[src/rtl/owbm_pkg.sv]
`timescale 1ns / 1ps
package owbm_pkg;

    localparam int CFG_W     = 10;
    localparam int CFG_IDX_W = 3;
    localparam int REQ_W     = 3;
    localparam int BYTE_W    = 8;

    typedef enum logic [REQ_W-1:0] {
        REQ_TICK       = 3'd0,
        REQ_RESET      = 3'd1,
        REQ_WRITE_BYTE = 3'd2,
        REQ_READ_BYTE  = 3'd3,
        REQ_WRITE_BIT  = 3'd4,
        REQ_READ_BIT   = 3'd5
    } req_t;

    typedef enum logic [CFG_IDX_W-1:0] {
        CFG_RESET_LOW      = 3'd0,
        CFG_PRESENCE_DELAY = 3'd1,
        CFG_PRESENCE_WIN   = 3'd2,
        CFG_WRITE0_LOW     = 3'd3,
        CFG_WRITE1_LOW     = 3'd4,
        CFG_READ_LOW       = 3'd5,
        CFG_SLOT_RECOVERY  = 3'd6,
        CFG_BIT_GAP        = 3'd7
    } cfg_idx_t;

    localparam logic [9:0] RESET_LOW_DEF      = 10'd500;
    localparam logic [7:0] PRESENCE_DELAY_DEF = 8'd50;
    localparam logic [9:0] PRESENCE_WIN_DEF   = 10'd500;
    localparam logic [7:0] WRITE0_LOW_DEF     = 8'd80;
    localparam logic [7:0] WRITE1_LOW_DEF     = 8'd1;
    localparam logic [7:0] READ_LOW_DEF       = 8'd3;
    localparam logic [7:0] SLOT_RECOVERY_DEF  = 8'd80;
    localparam logic [7:0] BIT_GAP_DEF        = 8'd1;

    localparam logic [2:0] LAST_BIT = 3'd7;

    typedef enum logic [8:0] {
        PH_IDLE      = 9'b000000001,
        PH_RST_LOW   = 9'b000000010,
        PH_RST_WAIT  = 9'b000000100,
        PH_RST_WATCH = 9'b000001000,
        PH_RST_RISE  = 9'b000010000,
        PH_SLOT_LOW  = 9'b000100000,
        PH_SAMPLE    = 9'b001000000,
        PH_REC       = 9'b010000000,
        PH_GAP       = 9'b100000000
    } phase_t;

endpackage

[src/rtl/one_wire_bus_master.sv]
`timescale 1ns / 1ps
// result: an accepted input beat's result beat is presented in the next cycle
// throughput: one tick beat per cycle unless the output stalls; the bus sequencer
// and its timer update in the same cycle the tick is taken, the result sits in the output register
// reset: synchronous active-low aresetn returns the sequencer to idle, clears
// presence and read data and loads the default timing registers
module one_wire_bus_master #(
    parameter int TIMER_BITS = 10
) (
    input  logic        aclk,
    input  logic        aresetn,
    input  logic        s_tvalid,
    output logic        s_tready,
    // [7:0] data_in, [8] bus_level, [15:9] zero
    input  logic [15:0] s_tdata,
    // [2:0] req_type
    input  logic [2:0]  s_tuser,
    output logic        m_tvalid,
    input  logic        m_tready,
    // [0] drive_low, [1] busy_res, [2] done_res, [3] presence, [11:4] read_data,
    // [15:12] zero
    output logic [15:0] m_tdata,
    input  logic        cfg_wr_en,
    input  logic [2:0]  cfg_index,
    input  logic [9:0]  cfg_wdata
);

    logic [9:0] reset_low_reg, presence_win_reg;
    logic [7:0] presence_delay_reg, write0_low_reg, write1_low_reg;
    logic [7:0] read_low_reg, slot_recovery_reg, bit_gap_reg;

    owbm_pkg::phase_t        phase_reg, phase_next;
    logic [TIMER_BITS-1:0]   timer_reg, timer_next;
    logic [2:0]              bit_index_reg, bit_index_next;
    logic                    single_reg, single_next;
    logic [7:0]              shift_reg, shift_next;
    logic                    presence_reg, presence_next;
    logic                    is_read_reg, is_read_next;
    logic [7:0]              read_reg, read_next;
    logic                    drive_next, busy_next, done_next;

    logic        m_valid_reg;
    logic [15:0] m_data_reg;

    logic       accept;
    logic [2:0] req;
    logic [7:0] din;
    logic       lvl;

    assign s_tready = !m_valid_reg || m_tready;
    assign accept   = s_tvalid && s_tready;
    assign m_tvalid = m_valid_reg;
    assign m_tdata  = m_data_reg;
    assign req      = s_tuser;
    assign din      = s_tdata[7:0];
    assign lvl      = s_tdata[8];

    function automatic logic [TIMER_BITS-1:0] load_timer(input logic [9:0] len);
        logic [9:0] m;
        m = (len != 10'd0) ? len - 10'd1 : 10'd0;
        return TIMER_BITS'(m);
    endfunction

    always_comb begin
        logic expired;
        logic end_slot;
        logic finish;
        logic [7:0] slen;
        phase_next     = phase_reg;
        timer_next     = timer_reg;
        bit_index_next = bit_index_reg;
        single_next    = single_reg;
        shift_next     = shift_reg;
        presence_next  = presence_reg;
        is_read_next   = is_read_reg;
        read_next      = read_reg;
        drive_next     = 1'b0;
        busy_next      = 1'b0;
        done_next      = 1'b0;
        end_slot       = 1'b0;
        finish         = 1'b0;
        expired        = 1'b0;
        slen           = 8'd0;

        if (phase_next == owbm_pkg::PH_IDLE) begin
            case (req)
                owbm_pkg::REQ_RESET: begin
                    phase_next = owbm_pkg::PH_RST_LOW;
                    timer_next = load_timer(reset_low_reg);
                end
                owbm_pkg::REQ_WRITE_BYTE, owbm_pkg::REQ_READ_BYTE,
                owbm_pkg::REQ_WRITE_BIT, owbm_pkg::REQ_READ_BIT: begin
                    is_read_next   = (req == owbm_pkg::REQ_READ_BYTE) ||
                                     (req == owbm_pkg::REQ_READ_BIT);
                    single_next    = (req == owbm_pkg::REQ_WRITE_BIT) ||
                                     (req == owbm_pkg::REQ_READ_BIT);
                    bit_index_next = 3'd0;
                    shift_next     = is_read_next ? 8'd0 : din;
                    slen           = is_read_next ? read_low_reg :
                                     (shift_next[0] ? write1_low_reg : write0_low_reg);
                    phase_next     = owbm_pkg::PH_SLOT_LOW;
                    timer_next     = load_timer({2'b00, slen});
                end
                default: begin
                end
            endcase
        end

        if (phase_next != owbm_pkg::PH_IDLE) begin
            busy_next  = 1'b1;
            drive_next = (phase_next == owbm_pkg::PH_RST_LOW) ||
                         (phase_next == owbm_pkg::PH_SLOT_LOW);
            expired    = (timer_next == '0);
            if (!expired) begin
                timer_next = timer_next - TIMER_BITS'(1);
            end
            case (phase_next)
                owbm_pkg::PH_RST_LOW: begin
                    if (expired) begin
                        phase_next = owbm_pkg::PH_RST_WAIT;
                        timer_next = load_timer({2'b00, presence_delay_reg});
                    end
                end
                owbm_pkg::PH_RST_WAIT: begin
                    if (expired) begin
                        phase_next = owbm_pkg::PH_RST_WATCH;
                        timer_next = load_timer(presence_win_reg);
                    end
                end
                owbm_pkg::PH_RST_WATCH: begin
                    if (!lvl) begin
                        phase_next = owbm_pkg::PH_RST_RISE;
                        timer_next = '0;
                    end else if (expired) begin
                        is_read_next  = 1'b0;
                        presence_next = 1'b0;
                        finish        = 1'b1;
                    end
                end
                owbm_pkg::PH_RST_RISE: begin
                    if (lvl) begin
                        is_read_next  = 1'b0;
                        presence_next = 1'b1;
                        finish        = 1'b1;
                    end
                end
                owbm_pkg::PH_SLOT_LOW: begin
                    if (expired) begin
                        if (is_read_next) begin
                            phase_next = owbm_pkg::PH_SAMPLE;
                            timer_next = '0;
                        end else if (shift_next[0]) begin
                            phase_next = owbm_pkg::PH_REC;
                            timer_next = load_timer({2'b00, slot_recovery_reg});
                        end else begin
                            end_slot = 1'b1;
                        end
                    end
                end
                owbm_pkg::PH_SAMPLE: begin
                    if (single_next) begin
                        shift_next = {7'd0, lvl};
                    end else begin
                        shift_next = {lvl, shift_next[7:1]};
                    end
                    if (slot_recovery_reg <= 8'd1) begin
                        end_slot = 1'b1;
                    end else begin
                        phase_next = owbm_pkg::PH_REC;
                        timer_next = load_timer({2'b00, slot_recovery_reg - 8'd1});
                    end
                end
                owbm_pkg::PH_REC: begin
                    if (expired) begin
                        end_slot = 1'b1;
                    end
                end
                owbm_pkg::PH_GAP: begin
                    if (expired) begin
                        if (bit_index_next >= owbm_pkg::LAST_BIT) begin
                            finish = 1'b1;
                        end else begin
                            bit_index_next = bit_index_next + 3'd1;
                            slen = is_read_next ? read_low_reg :
                                   (shift_next[0] ? write1_low_reg : write0_low_reg);
                            phase_next = owbm_pkg::PH_SLOT_LOW;
                            timer_next = load_timer({2'b00, slen});
                        end
                    end
                end
                default: begin
                    phase_next = owbm_pkg::PH_IDLE;
                    timer_next = '0;
                end
            endcase

            if (end_slot) begin
                if (!is_read_next) begin
                    shift_next = {1'b0, shift_next[7:1]};
                end
                if (single_next) begin
                    finish = 1'b1;
                end else begin
                    phase_next = owbm_pkg::PH_GAP;
                    timer_next = load_timer({2'b00, bit_gap_reg});
                end
            end

            if (finish) begin
                if (is_read_next) begin
                    read_next = shift_next;
                end
                phase_next = owbm_pkg::PH_IDLE;
                timer_next = '0;
                done_next  = 1'b1;
            end
        end
    end

    always_ff @(posedge aclk) begin
        if (!aresetn) begin
            phase_reg     <= owbm_pkg::PH_IDLE;
            timer_reg     <= '0;
            bit_index_reg <= 3'd0;
            single_reg    <= 1'b0;
            shift_reg     <= 8'd0;
            presence_reg  <= 1'b0;
            is_read_reg   <= 1'b0;
            read_reg      <= 8'd0;
            m_valid_reg   <= 1'b0;
        end else begin
            if (accept) begin
                phase_reg     <= phase_next;
                timer_reg     <= timer_next;
                bit_index_reg <= bit_index_next;
                single_reg    <= single_next;
                shift_reg     <= shift_next;
                presence_reg  <= presence_next;
                is_read_reg   <= is_read_next;
                read_reg      <= read_next;
                m_valid_reg   <= 1'b1;
            end else if (m_tready) begin
                m_valid_reg   <= 1'b0;
            end
        end
    end

    always_ff @(posedge aclk) begin
        if (accept) begin
            m_data_reg <= {4'd0, read_next, presence_next, done_next, busy_next, drive_next};
        end
    end

    always_ff @(posedge aclk) begin
        if (!aresetn) begin
            reset_low_reg      <= owbm_pkg::RESET_LOW_DEF;
            presence_delay_reg <= owbm_pkg::PRESENCE_DELAY_DEF;
            presence_win_reg   <= owbm_pkg::PRESENCE_WIN_DEF;
            write0_low_reg     <= owbm_pkg::WRITE0_LOW_DEF;
            write1_low_reg     <= owbm_pkg::WRITE1_LOW_DEF;
            read_low_reg       <= owbm_pkg::READ_LOW_DEF;
            slot_recovery_reg  <= owbm_pkg::SLOT_RECOVERY_DEF;
            bit_gap_reg        <= owbm_pkg::BIT_GAP_DEF;
        end else if (cfg_wr_en) begin
            case (cfg_index)
                owbm_pkg::CFG_RESET_LOW:      reset_low_reg      <= cfg_wdata;
                owbm_pkg::CFG_PRESENCE_DELAY: presence_delay_reg <= cfg_wdata[7:0];
                owbm_pkg::CFG_PRESENCE_WIN:   presence_win_reg   <= cfg_wdata;
                owbm_pkg::CFG_WRITE0_LOW:     write0_low_reg     <= cfg_wdata[7:0];
                owbm_pkg::CFG_WRITE1_LOW:     write1_low_reg     <= cfg_wdata[7:0];
                owbm_pkg::CFG_READ_LOW:       read_low_reg       <= cfg_wdata[7:0];
                owbm_pkg::CFG_SLOT_RECOVERY:  slot_recovery_reg  <= cfg_wdata[7:0];
                owbm_pkg::CFG_BIT_GAP:        bit_gap_reg        <= cfg_wdata[7:0];
                default: begin
                end
            endcase
        end
    end

    // idle sequencer never holds a running timer
    a_idle_timer: assert property (@(posedge aclk) disable iff (!aresetn)
        (phase_reg == owbm_pkg::PH_IDLE) |-> (timer_reg == '0))
        else $error("timer nonzero while idle");

    // single bit transfers never advance the bit counter
    a_single_index: assert property (@(posedge aclk) disable iff (!aresetn)
        single_reg |-> (bit_index_reg == 3'd0))
        else $error("bit index moved in single bit mode");

    // a finishing beat is always a busy beat
    a_done_busy: assert property (@(posedge aclk) disable iff (!aresetn)
        (m_valid_reg && m_data_reg[2]) |-> m_data_reg[1])
        else $error("done without busy");

    // busy result beat matches the sequencer state it left behind
    a_busy_state: assert property (@(posedge aclk) disable iff (!aresetn)
        (m_valid_reg && !m_data_reg[1]) |-> (phase_reg == owbm_pkg::PH_IDLE))
        else $error("idle beat but sequencer active");

endmodule

[config.mk]
export PLATFORM = sky130hd
export DESIGN_NAME = one_wire_bus_master
export DESIGN_NICKNAME = d
export VERILOG_FILES = /design/src/rtl/owbm_pkg.sv /design/src/rtl/one_wire_bus_master.sv
export SDC_FILE = /design/constraint.sdc
export NUM_CORES = 1
export LEC_CHECK = 0
export BUFFER_PORTS_ARGS = -buffer_cell sky130_fd_sc_hd__buf_2
export CAP_MARGIN = 20
export CORE_ASPECT_RATIO = 0.8
export CORE_MARGIN = 2
export CORE_UTILIZATION = 25
export DETAILED_ROUTE_END_ITERATION = 7
export PLACE_DENSITY = 0.46
export SLEW_MARGIN = 15
export SYNTH_ARGS = -nofsm -noshare
export SYNTH_HDL_FRONTEND = slang
export SYNTH_SLANG_ARGS = --single-unit
[constraint.sdc]
create_clock -name aclk -period 6.29 [get_ports aclk]
set_input_delay 0.629 -clock aclk [delete_from_list [all_inputs] [get_ports aclk]]
set_output_delay 0.629 -clock aclk [all_outputs]
set_load 0.05 [all_outputs]
# ---- Word-level counts from Yosys, hierarchy flattened
# Index checks and enable logic that the tools add are counted.
# Widths: inputs -> output; s select.
dict set report word_totals {
  elab_cells 177
  input_bits 37
  regBits 122
  out_inout_bits 18
}
dict set report op_classes {
  mux 96
  eq_ne 22
  magnitude_cmp 2
  add_sub_neg 11
  reduce_logical 27
}
# operator n
set ops {}
lappend ops {{$mux 10} 23}
lappend ops {{$mux 9} 14}
lappend ops {{$mux 8} 15}
lappend ops {{$pmux 10 s7} 1}
lappend ops {{$pmux 9 s7} 1}
lappend ops {{$sub 8x1->9 const B} 6}
lappend ops {{$reduce_bool 8->1} 6}
lappend ops {{$mux 1} 30}
lappend ops {{$sub 10x1->10 const B} 3}
lappend ops {{$pmux 10 s2} 1}
lappend ops {{$reduce_bool 10->1} 2}
lappend ops {{$eq 3x3->1 const B} 6}
lappend ops {{$mux 3} 6}
lappend ops {{$pmux 9 s2} 1}
lappend ops {{$reduce_and 2->1} 8}
lappend ops {{$eq 3x2->1 const B} 4}
lappend ops {{$logic_not 10->1} 1}
lappend ops {{$eq 9x1->1 const B} 1}
lappend ops {{$eq 9x2->1 const B} 1}
lappend ops {{$eq 9x3->1 const B} 1}
lappend ops {{$eq 9x4->1 const B} 1}
lappend ops {{$eq 9x5->1 const B} 1}
lappend ops {{$eq 9x6->1 const B} 1}
lappend ops {{$eq 9x7->1 const B} 1}
lappend ops {{17 further kinds} 23}

# ---- Logic depth before layout (Yosys ltp)
# Gate-level depths: netlist (run 1).
dict set report depth {
  ltp_word 19
  ltp_mapped 19
  ltp_nobuf 16
}

# ---- Worst setup path after synthesis (run 1)
# No wires, ideal clock.
dict set report synth_timing {
  kind {input -> register}
  start {in s_tuser[1]}
  end {reg timer_reg[1]}
  n_path_buf 4
  slack_ps 1875
  required_time_ps 6168
  setup_ps 122
  arrival_time_ps 4292
  stages 18
  path_cell_list {buf_2 > xnor2_1 > clkbuf_1 > nor4_4 > mux2i_1 > clkbuf_1 > clkbuf_1 > mux2i_1 > nor2_1 > a21oi_1 > ha_1 > nand3_1 > o21ai_0 > o2111ai_1 > nor3b_1 > o22a_1 > o31ai_1 > a21oi_1}
}
dict set report synth_via {
  elab_chain_cells 19
  elab_cells_between_ends 72
  cone_classes {3 x add/sub; 1 x order compare; 14 x eq/ne; 47 x mux; 7 x reduce/logical}
}
# element line_no
set synth_lines {}
lappend synth_lines {{start: declaration} one_wire_bus_master.sv:17} ;# input logic [2:0] s_tuser,
lappend synth_lines {{$eq 3x2->1 or $eq 3x3->1 (tied branches)} --}
lappend synth_lines {{$logic_or 1x1->1} one_wire_bus_master.sv:93} ;# is_read_next = (req == owbm_pkg::REQ_READ_BYTE) ||
lappend synth_lines {{$mux 8} one_wire_bus_master.sv:98} ;# shift_next = is_read_next ? 8'd0 : din;
lappend synth_lines {{$mux 8} one_wire_bus_master.sv:100} ;# (shift_next[0] ? write1_low_reg : write0_low_reg);
lappend synth_lines {{$mux 8} one_wire_bus_master.sv:99} ;# slen = is_read_next ? read_low_reg :
lappend synth_lines {{$sub 8x1->9 or $reduce_bool 8->1 (tied branches)} one_wire_bus_master.sv:60} ;# m = (len != 10'd0) ? len - 10'd1 : 10'd0;
lappend synth_lines {{$mux 10} one_wire_bus_master.sv:60}
lappend synth_lines {{$pmux 10 s2} one_wire_bus_master.sv:86} ;# case (req)
lappend synth_lines {{[3 not listed]} --}
lappend synth_lines {{$mux 10} one_wire_bus_master.sv:152} ;# end else if (shift_next[0]) begin
lappend synth_lines {{$mux 10} one_wire_bus_master.sv:149} ;# if (is_read_next) begin
lappend synth_lines {{$mux 10} one_wire_bus_master.sv:148} ;# if (expired) begin
lappend synth_lines {{$pmux 10 s7} one_wire_bus_master.sv:117} ;# case (phase_next)
lappend synth_lines {{$mux 10} one_wire_bus_master.sv:201} ;# if (single_next) begin
lappend synth_lines {{$mux 10} one_wire_bus_master.sv:197} ;# if (end_slot) begin
lappend synth_lines {{$mux 10} one_wire_bus_master.sv:209} ;# if (finish) begin
lappend synth_lines {{$mux 10 (*)} one_wire_bus_master.sv:109} ;# if (phase_next != owbm_pkg::PH_IDLE) begin
lappend synth_lines {{end signal: assignment} one_wire_bus_master.sv:234} ;# timer_reg <= timer_next;
lappend synth_lines {{end: declaration} one_wire_bus_master.sv:33} ;# logic [TIMER_BITS-1:0] timer_reg, timer_next;
# Mark *: on every way between the ends. The rest lies on a longest branch, timed or not. The select of a mux whose other input is x is not followed.
# A chain may end at the register's enable or synchronous reset.

# ---- Worst setup path in the final report (run 1)
dict set report layout_timing {
  start {in s_tdata[0]}
  end {reg m_data_reg[6], in the netlist m_tdata[6], data pin}
}
dict set report layout_via {
  elab_chain_cells 17
  elab_cells_between_ends 32
  cone_classes {1 x add/sub; 29 x mux; 2 x reduce/logical}
}
# element line_no
set layout_lines {}
lappend layout_lines {{start: declaration} one_wire_bus_master.sv:15} ;# input logic [15:0] s_tdata,
lappend layout_lines {{$mux 8 (*)} one_wire_bus_master.sv:98}
lappend layout_lines {{$mux 8} one_wire_bus_master.sv:100}
lappend layout_lines {{$mux 8} one_wire_bus_master.sv:99}
lappend layout_lines {{$sub 8x1->9 or $reduce_bool 8->1 (tied branches)} one_wire_bus_master.sv:60}
lappend layout_lines {{$mux 10} one_wire_bus_master.sv:60}
lappend layout_lines {{$pmux 10 s2} one_wire_bus_master.sv:86}
lappend layout_lines {{$mux 10} one_wire_bus_master.sv:85} ;# if (phase_next == owbm_pkg::PH_IDLE) begin
lappend layout_lines {{$logic_not 10->1} one_wire_bus_master.sv:113} ;# expired = (timer_next == '0);
lappend layout_lines {{[2 not listed]} --}
lappend layout_lines {{$pmux 1 s2} one_wire_bus_master.sv:117}
lappend layout_lines {{$mux 1} one_wire_bus_master.sv:109}
lappend layout_lines {{$mux 8} one_wire_bus_master.sv:198} ;# if (!is_read_next) begin
lappend layout_lines {{$mux 8} one_wire_bus_master.sv:197}
lappend layout_lines {{$mux 8} one_wire_bus_master.sv:210} ;# if (is_read_next) begin
lappend layout_lines {{$mux 8 (*)} one_wire_bus_master.sv:209}
lappend layout_lines {{$mux 8 (*)} one_wire_bus_master.sv:109}
lappend layout_lines {{net read_next[2]} one_wire_bus_master.sv:39} ;# logic [7:0] read_reg, read_next;
lappend layout_lines {{end signal: assignment} one_wire_bus_master.sv:250} ;# m_data_reg <= {4'd0, read_next, presence_next, done_next, busy_next, drive_next};
lappend layout_lines {{end: declaration} one_wire_bus_master.sv:43} ;# logic [15:0] m_data_reg;
# The timed path passes the listed nets; every way through them passes the cells marked *. The select of a mux whose other input is x is not followed.

==> results of run 1 <==
-- report_power, final --
| part | internal [mW] | switching [mW] | leakage (nW) |
|---|---|---|---|
| Sequential | 0.813 | 0.0335 | 1.01 |
| Clock | 0.652 | 0.402 | 0.302 |
| Combinational | 0.200 | 0.422 | 2.41 |
| Total | 1.66 | 0.857 | 3.73 |
-- critical path, cell delays in order --
cell      delay, ns
buf_2          0.38
or3b_2         0.54
a222oi_1       0.53
a221oi_1       0.23
and3b_1        0.27
nor2_1         0.32
ha_1           0.29
o21ai_0        0.16
nor4_4         0.48
and3_1         0.38
a21o_1         0.25
or2_1          0.56
mux2_2         0.40
-- layer usage --
layer | vias up | wire length [um]
met2 | 296 | 14200
met4 | 0 | 379
met5 | - | 0
li1 | 4431 | -
met3 | 29 | 2100
met1 | 4462 | 17300
-- placed cells by master (no fill, tap or decap), drive strengths merged, types with 10 or more instances in the layout --
cell type	count
ha	10
a31oi	15
dfxtp	110
nand2	243
a211oi	12
and2	10
nor4	11
nand3	65
nor3b	10
o21ai	66
nand4	12
inv	27
mux2i	26
edfxtp	12
buf	62
mux2	15
clkbuf	24
o211ai	14
o22ai	10
a21oi	116
or3	13
nor2	93
xor2	22
xnor2	27
nor3	63
-- logic make-up (layout without fill, tap and decap cells) --
group                      Yosys count  after routing  synth area share
muxes                               41             41            0.0493
AOI/OAI and AO/OA                  309            309             0.219
other                                1              4          0.000424
DFF                                122            122             0.290
and+or+nand+nor                    591            591             0.326
buffers and inverters              108            121            0.0535
adders and majority gates           10             10            0.0141
xor gates and xnor gates            49             49            0.0485
-- cell type report --
type | instances | area [um^2]
clock inverter | 8 | 105
tap | 472 | 591
inverter | 27 | 101
clock buffer | 24 | 513
sequential | 122 | 2560
multi-input combinational | 1004 | 5830
fill | 3871 | 24700
timing repair buffer | 62 | 355
-- stage by stage --
stage,area [um^2],power [mW],utilization
6_report,10100,2.52,0.289
3_3_place_gp,9430,1.47,0.271
5_1_grt,10100,2.62,0.289
3_5_place_dp,9430,1.47,0.271
4_1_cts,10100,2.53,0.289
2_1_floorplan,8860,1.27,-
-- path summary, 6_finish.rpt --
path                            to  depth (start not counted)  slack (ns)
setup / recovery        m_tdata[6]                         13        1.05
setup reg to reg        m_tdata[6]                         14        1.06
hold reg to reg   bit_index_reg[2]                          2        0.45
hold / removal    reset_low_reg[8]                          3        0.44
==> results.md, run 1 <==
- WL/cell: a little under 20 um
- Reg-to-reg startpoint: reset_low_reg[0]
- Final Skew: ~0.014 ns
- Area leader, netlist: dfxtp_1
- Pleak: roughly 3.7 nW
- # nets final: 1,281
- Placed Cells: between 1,500 and 2,000
- Resize count post-CTS: 0
- Post-CTS Setup Bufs: 0
- Synth cell count leaders: 243 x nand2_1, 115 x a21oi_1, 110 x dfxtp_1
- Placed wire-length estimate: about 25 mm
- Max IR drop VDD: around 0.00021 V
- Async SR Flop Fraction: 0
- WL final: about 34 mm
- CTS Root Cell: clkbuf_16
- Final hold viol count: 0
- PwrDens: between 200 and 300 nW/um^2
- GRT busiest layer: met2
- Starting Density: 0.254
- Inserted Diodes: 0
- Synth warn: 0
- Kind of critical path: in -> reg
- Crit path DAT: ~5.4 ns
- Endpoints failing setup: 0
- Clk sink count: approximately 120
- CTS H-tree lvls: 4
- RSZ-0062 raised after global routing: no
- Initial antenna violation count: 0
- Met2 Use GR: 0.272
- CTS max path bufs: 2
- Distinct cells, synth: 85
- Num CTS Buffers: 17
- Final min period: 5.24 ns
- Grt met1 use: 0.272
- Worst-margin pin slew: roughly 1.0 ns
- Residual DRC: 0
- Worst Path Required: between 6 and 7 ns
- Max reg flops: 12
- Pre-CTS setup slack: between 0.7 and 0.8 ns
- Layout cells sized above 1: 0.114
- Via count: ~9,200
- Top-count cell post-synth: nand2_1
- Worst setup SP type: input port
- Post-synthesis instance total: 1,231
- Post-synth top area share: 0.249
- Core area: around 35,000 um^2
- Mapped cell area: ~9000 um^2
- Post-DR vias/cell: 5.36
- Die Area: 36,900 um^2
- HP Start: cfg_wdata[8]
- Area grow syn2layout: 13.6%
- Number of global-route vias before repair: ~8,500
- Ranking of synthesized cells by area: dfxtp_1 25%, nand2_1 10%, a21oi_1 6.5%
- Hold_ws: about 0.44 ns
- Yosys reg bits: between 100 and 150
- CTS tree: done
- Final Max Slew Viols: 0
- Met3 Usage GRT: 0.0362
- Hold-fix buffers at CTS: 0
- Layout Cells excl Fill: around 1,700
- RePlAce Congestion: 0.922
- Seq/Total Area, Yosys: 0.290
- # rows: 61
- Number of synthesized flops with an enable pin: 12
- # Max-Cap Violations: 0
- Crit end category: flop
- IO Pins: 55
- DIE WIDTH: between 200 and 250 um
- Clk_lat worst skew: 0.44 ns
- Clock-pin slew on the worst setup and hold paths: around 0.060 ns
- Pin count of the biggest net entering global routing: 71
- Beginning of the critical path: s_tdata[0]
- Global-route wire length before repair: just over 50 mm
- Worst-path fanout max: 26
- Primary FF master, synth: dfxtp_1
- Final Cycle Share: 0.834
- Post-route setup slack: around 1.0 ns
- Max Fclk: 191 MHz
- Grt ovf: 0
- Normalized max-slew margin: 0.305
- Synthesized area per cell: between 7 and 8 um^2
- Hold Path Class: in -> reg
- Routed Antenna Nets: 0
- Drt pass-1 iters: 7
- DRT iter0 DRCs: between 700 and 800
- Status: complete, no violations
- # port buffers: 43
- Setup TNS: 0 ns
- DIE HEIGHT: roughly 170 um
- GRT Total Usage: 0.184
(Power assumes the default switching activity.)
==> run 2, diff against run 1 <==
==> constraint.sdc (replaced) <==
create_clock -name aclk -period 5.4 [get_ports aclk]
set_input_delay 0.54 -clock aclk [delete_from_list [all_inputs] [get_ports aclk]]
set_output_delay 0.54 -clock aclk [all_outputs]
set_load 0.05 [all_outputs]
==> results.md, run 2 (synthesized netlist as in run 1, its figures left out) <==
- Die Area: approximately 37,000 um^2
- Most frequent cells in the layout: 243 x nand2_1, 115 x a21oi_1, 110 x dfxtp_1
- WL/cell: approximately 20 um
- DRT iter0 DRCs: just over 900
- Initial antenna violation count: 0
- Final Util: 0.295
- Final Max Slew Viols: 0
- Pin count of the biggest net entering global routing: 44
- Dpl cell area: between 9000 and 10,000 um^2
- Reg-to-reg startpoint: reset_low_reg[0]
- Most common cell after layout, fill and taps aside: nand2_1
- Routed Antenna Nets: 0
- Register area: 2560 um^2
- Crit path DAT: about 5.2 ns
- IO Pins: 55
- # port buffers: 43
- Multi-input logic area: roughly 5800 um^2
- DIE HEIGHT: 172 um
- Crit Reg-Reg Endpoint: m_tdata[6]
- Via count: 9,392
- Worst-margin pin slew: about 1.1 ns
- CTS Root Cell: clkbuf_16
- CTS max path bufs: 2
- Crit end category: flop
- Worst-path fanout max: 16
- Max Fclk: a little under 200 MHz
- Layout cells sized above 1: 0.132
- Inserted Diodes: 0
- Hold path cells: 3
- Endpoints failing setup: 0
- Final min period: between 5 and 6 ns
- Drt pass-1 iters: 8
- Worst Path Required: 5.59 ns
- Number of global-route vias before repair: roughly 8,600
- # rows: between 60 and 70
- DIE WIDTH: about 210 um
- Fin area: around 10,000 um^2
- Global-route wire length before repair: around 53 mm
- Max IR drop VDD: around 0.00025 V
- Resize count post-CTS: 0
- WL final: approximately 35 mm
- HP Start: cfg_wdata[8]
- Status: complete, no violations
- Max reg flops: 12
- Starting Density: 0.254
- Normalized max-slew margin: 0.253
- Clock-pin slew on the worst setup and hold paths: approximately 0.06 ns
- Hold_ws: about 0.34 ns
- Placed wire-length estimate: roughly 26 mm
- Final Cycle Share: 0.931
- Clk sink count: 122
- R2r setup slk: ~0.37 ns
- Area grow syn2layout: 16.0%
- Core area: between 30,000 and 40,000 um^2
- Post-CTS Setup Bufs: 0
- Hold EP: presence_win_reg[8]
- Worst setup SP type: flop
- Setup TNS: 0 ns
- PwrDens: about 290 nW/um^2
- Post-DR vias/cell: 5.38
- Num CTS Buffers: 17
- CTS H-tree lvls: 4
- # nets final: 1,307
- # Max-Cap Violations: 0
- CTS tree: done
- Hold Path Class: in -> reg
- GRT Total Usage: 0.189
- Residual DRC: 0
- Hold-fix buffers at CTS: 0
- Worst-case reg-to-reg path depth: 14
- Pleak: just under 4 nW
- RePlAce Congestion: just under 1
- RSZ-0062 raised after global routing: no
- Filler cell count: around 3,900
- Kind of critical path: reg -> reg
- Final hold viol count: 0
- Clk_lat worst skew: about 0.44 ns
- Final Skew: approximately 0.011 ns
- Grt ovf: 0
run 2: routing by layer:
layer / track usage / routed length (um) / up-vias
met5: 0 / 0 / -
met4: 0.0546 / 546 / 0
met3: 0.0480 / 3060 / 34
met2: 0.275 / 14400 / 369
met1: 0.273 / 17000 / 4497
li1: - / - / 4492
run 2: stage by stage:
| stage | setup slack (ns) | total power, mW | cells |
|---|---|---|---|
| floorplan | 1.03 | 1.48 | 1234 |
| global placement | 0.277 | 1.75 | 1713 |
| detailed placement | 0.305 | 1.74 | 1713 |
| CTS | 0.426 | 3.00 | 1745 |
| global route | 0.0391 | 3.12 | 1745 |
| finish | 0.373 | 3.00 | 1745 |
run 2: how the worst max path moves through the flow:
stage | end | slack, ns | startpoint | depth (start not counted)
after global routing | m_tdata[8] | 0.04 | reset_low_reg[0] | 14
after global placement | m_tdata[8] | 0.28 | s_tdata[0] | 13
final | m_tdata[6] | 0.37 | reset_low_reg[0] | 14
after floorplan | m_tdata[11] | 1.03 | phase_reg[2] | 16
after CTS | m_tdata[6] | 0.43 | reset_low_reg[0] | 14
after detailed placement | m_tdata[6] | 0.31 | s_tdata[0] | 13
run 2: area by class of cell:
| cell class | instances | area share |
|---|---|---|
| clock buffer | 23 | 0.0477 |
| clock inverter | 9 | 0.0129 |
| inverter | 27 | 0.00988 |
| multi-input combinational | 1004 | 0.568 |
| sequential | 122 | 0.250 |
| tap | 472 | 0.0575 |
| timing repair buffer | 88 | 0.0539 |
run 2: report_power, final:
group	internal, mW	switching, mW	leakage, nW
logic	0.250	0.517	2.54
clock network	0.781	0.470	0.304
registers	0.948	0.0355	1.01
run 2: worst max-delay path, cell delays in order (launching register included):
cell,delay [ns]
dfxtp_1,0.33
inv_1,0.11
ha_1,0.20
or4b_1,0.55
or3_1,0.43
nor4b_1,0.21
a22o_1,0.23
nor2_1,0.19
ha_1,0.24
o21ai_0,0.15
nor4_4,0.52
and3_1,0.40
a21o_1,0.24
or2_1,0.56
mux2_2,0.41
==> run 3, diff against run 2 <==
==> constraint.sdc (replaced) <==
create_clock -name aclk -period 5.4 [get_ports aclk]
set_input_delay 0.27 -clock aclk [delete_from_list [all_inputs] [get_ports aclk]]
set_output_delay 0.27 -clock aclk [all_outputs]
set_load 0.05 [all_outputs]
==> results.md, run 3 (synthesized netlist as in run 1, its figures left out) <==
- Inserted Diodes: 0
- Register area: 2560 um^2
- IO Pins: between 50 and 60
- DRT iter0 DRCs: 854
- DIE HEIGHT: approximately 170 um
- Pin count of the biggest net entering global routing: between 40 and 50
- Via count: 9,212
- Max IR drop VDD: 0.000231 V
- PwrDens: around 280 nW/um^2
- Normalized max-slew margin: 0.321
- Status: complete, no violations
- Worst-path fanout max: 16
- Final hold viol count: 0
- Grt ovf: 0
- Post-CTS Setup Bufs: 0
- Resize count post-CTS: 0
- Area grow syn2layout: 14.2%
- Drt pass-1 iters: 7
- Setup TNS: 0 ns
- Global-route wire length before repair: 51.9 mm
- Most frequent cells in the layout: 243 x nand2_1, 115 x a21oi_1, 110 x dfxtp_1
- RePlAce Congestion: between 0.9 and 1
- CTS H-tree lvls: 4
- Top Layer Used: met4
- Crit-path slowest cell: or4b_1
- # nets final: ~1,300
- # Max-Cap Violations: 0
- Worst-margin pin slew: around 1.0 ns
- Part of the power in combinational logic: 0.266
- Pint: about 1.8 mW
- Core area: approximately 35,000 um^2
- Max incr delay on CP: ~0.55 ns
- Endpoints failing setup: 0
- DIE WIDTH: approximately 210 um
- Die Area: 36,900 um^2
- Max Fclk: ~210 MHz
- Max reg flops: 12
- CTS tree: done
- RSZ-0062 raised after global routing: no
- Num CTS Buffers: 17
- Hold Path Class: in -> reg
- Final Cycle Share: 0.882
- Pleak: approximately 3.8 nW
- Reg power frac: 0.344
- Worst Path Required: ~5.6 ns
- Switching share of power: 0.355
- Crit path top cell by count: ha_1
- Crit end category: flop
- Hold-fix buffers at CTS: 0
- Multi-input logic area: between 5000 and 6000 um^2
- Hold_ws: 0.0638 ns
- Met3 WL: between 2 and 3 mm
- Post-DR vias/cell: about 5.3
- GRT Total Usage: 0.185
- Layout cells sized above 1: 0.124
- Clock network fraction of total power: 0.391
- # rows: between 60 and 70
- Crit path DAT: between 4 and 5 ns
- Kind of critical path: reg -> reg
- Residual DRC: 0
- Initial antenna violation count: 0
- Placed wire-length estimate: between 20 and 30 mm
- Total Power: around 2.9 mW
- Clk_lat worst skew: 0.44 ns
- CTS Root Cell: clkbuf_16
- Final Skew: roughly 0.009 ns
- # port buffers: 43
- Routed Antenna Nets: 0
- WL final: 34.4 mm
- Clock-pin slew on the worst setup and hold paths: 0.06 ns
- Filler cell count: between 3,000 and 4,000
- Met2 WL: roughly 14 mm
- Cells along the critical path: inv_1, ha_1, or4b_1, or3_1, nor4b_1, a22o_1, nor2_1, ha_1, o21ai_0, nor4_4, buf_4, and4_4, a21oi_2, or2_1, mux2_4
- Starting Density: 0.254
- Number of global-route vias before repair: around 8,400
- Final Max Slew Viols: 0
- M1 wire length: approximately 17 mm
- Switching Power: between 1 and 1.5 mW
- Clk sink count: between 100 and 150
- Worst setup SP type: flop
- Most common cell after layout, fill and taps aside: nand2_1
- R2r setup slk: between 0.6 and 0.7 ns
- Final min period: 4.76 ns
- CTS max path bufs: 2
- WL/cell: 19.9 um
## run 3: cell types whose count changed in the layout (fill, tap and decap cells not counted), sizes merged
cell,delta
clkinv,+1
clkinvlp,+1
buf,-12
bufinv,-3
## run 3: final timing paths
path                    startpoint                to  depth (start not counted)
setup / recovery  reset_low_reg[0]        m_tdata[4]                         15
hold / removal        cfg_wdata[8]  reset_low_reg[8]                          3
hold reg to reg   bit_index_reg[2]  bit_index_reg[2]                          2
setup reg to reg  reset_low_reg[0]        m_tdata[4]                         15
## run 3: routing by layer
| metal | vias up | global-route usage |
|---|---|---|
| li1 | 4457 | - |
| met1 | 4368 | 0.270 |
| met2 | 352 | 0.268 |
| met3 | 35 | 0.0449 |
| met4 | 0 | 0.0534 |
| met5 | - | 0 |
## run 3: power groups by stage
stage                     logic, mW  clock network [mW]  registers [mW]
final                         0.759                1.12           0.983
after global routing          0.811                1.18           0.987
after CTS                     0.738                1.14           0.982
after detailed placement      0.734                   0            1.00
after global placement        0.737                   0            1.00
after floorplan               0.480                   0            1.01
## run 3: area by class of cell
class | count | area share
clock buffers | 23 | 0.0494
clock inverters | 8 | 0.00582
inverters | 27 | 0.0100
multi-input cells | 1004 | 0.577
flip-flops and latches | 122 | 0.254
well taps | 472 | 0.0584
repair buffers | 76 | 0.0456
## run 3: stage by stage
stage | setup slack, ns | instance area (um^2) | instances | util
2_1_floorplan | 1.03 | 8860 | 1234 | -
3_3_place_gp | 0.632 | 9540 | 1700 | 0.274
3_5_place_dp | 0.654 | 9540 | 1700 | 0.274
4_1_cts | 0.652 | 10100 | 1731 | 0.290
5_1_grt | 0.325 | 10100 | 1732 | 0.290
6_report | 0.635 | 10100 | 1732 | 0.290
## run 3: critical path, delay by kind of cell, from the launching register on
family          cells  cell delay (ns)
simple gates        7             2.50
buf+inv             2             0.31
compound gates      3             0.56
mux                 1             0.38
fa+ha+maj           2             0.44
flops               1             0.33
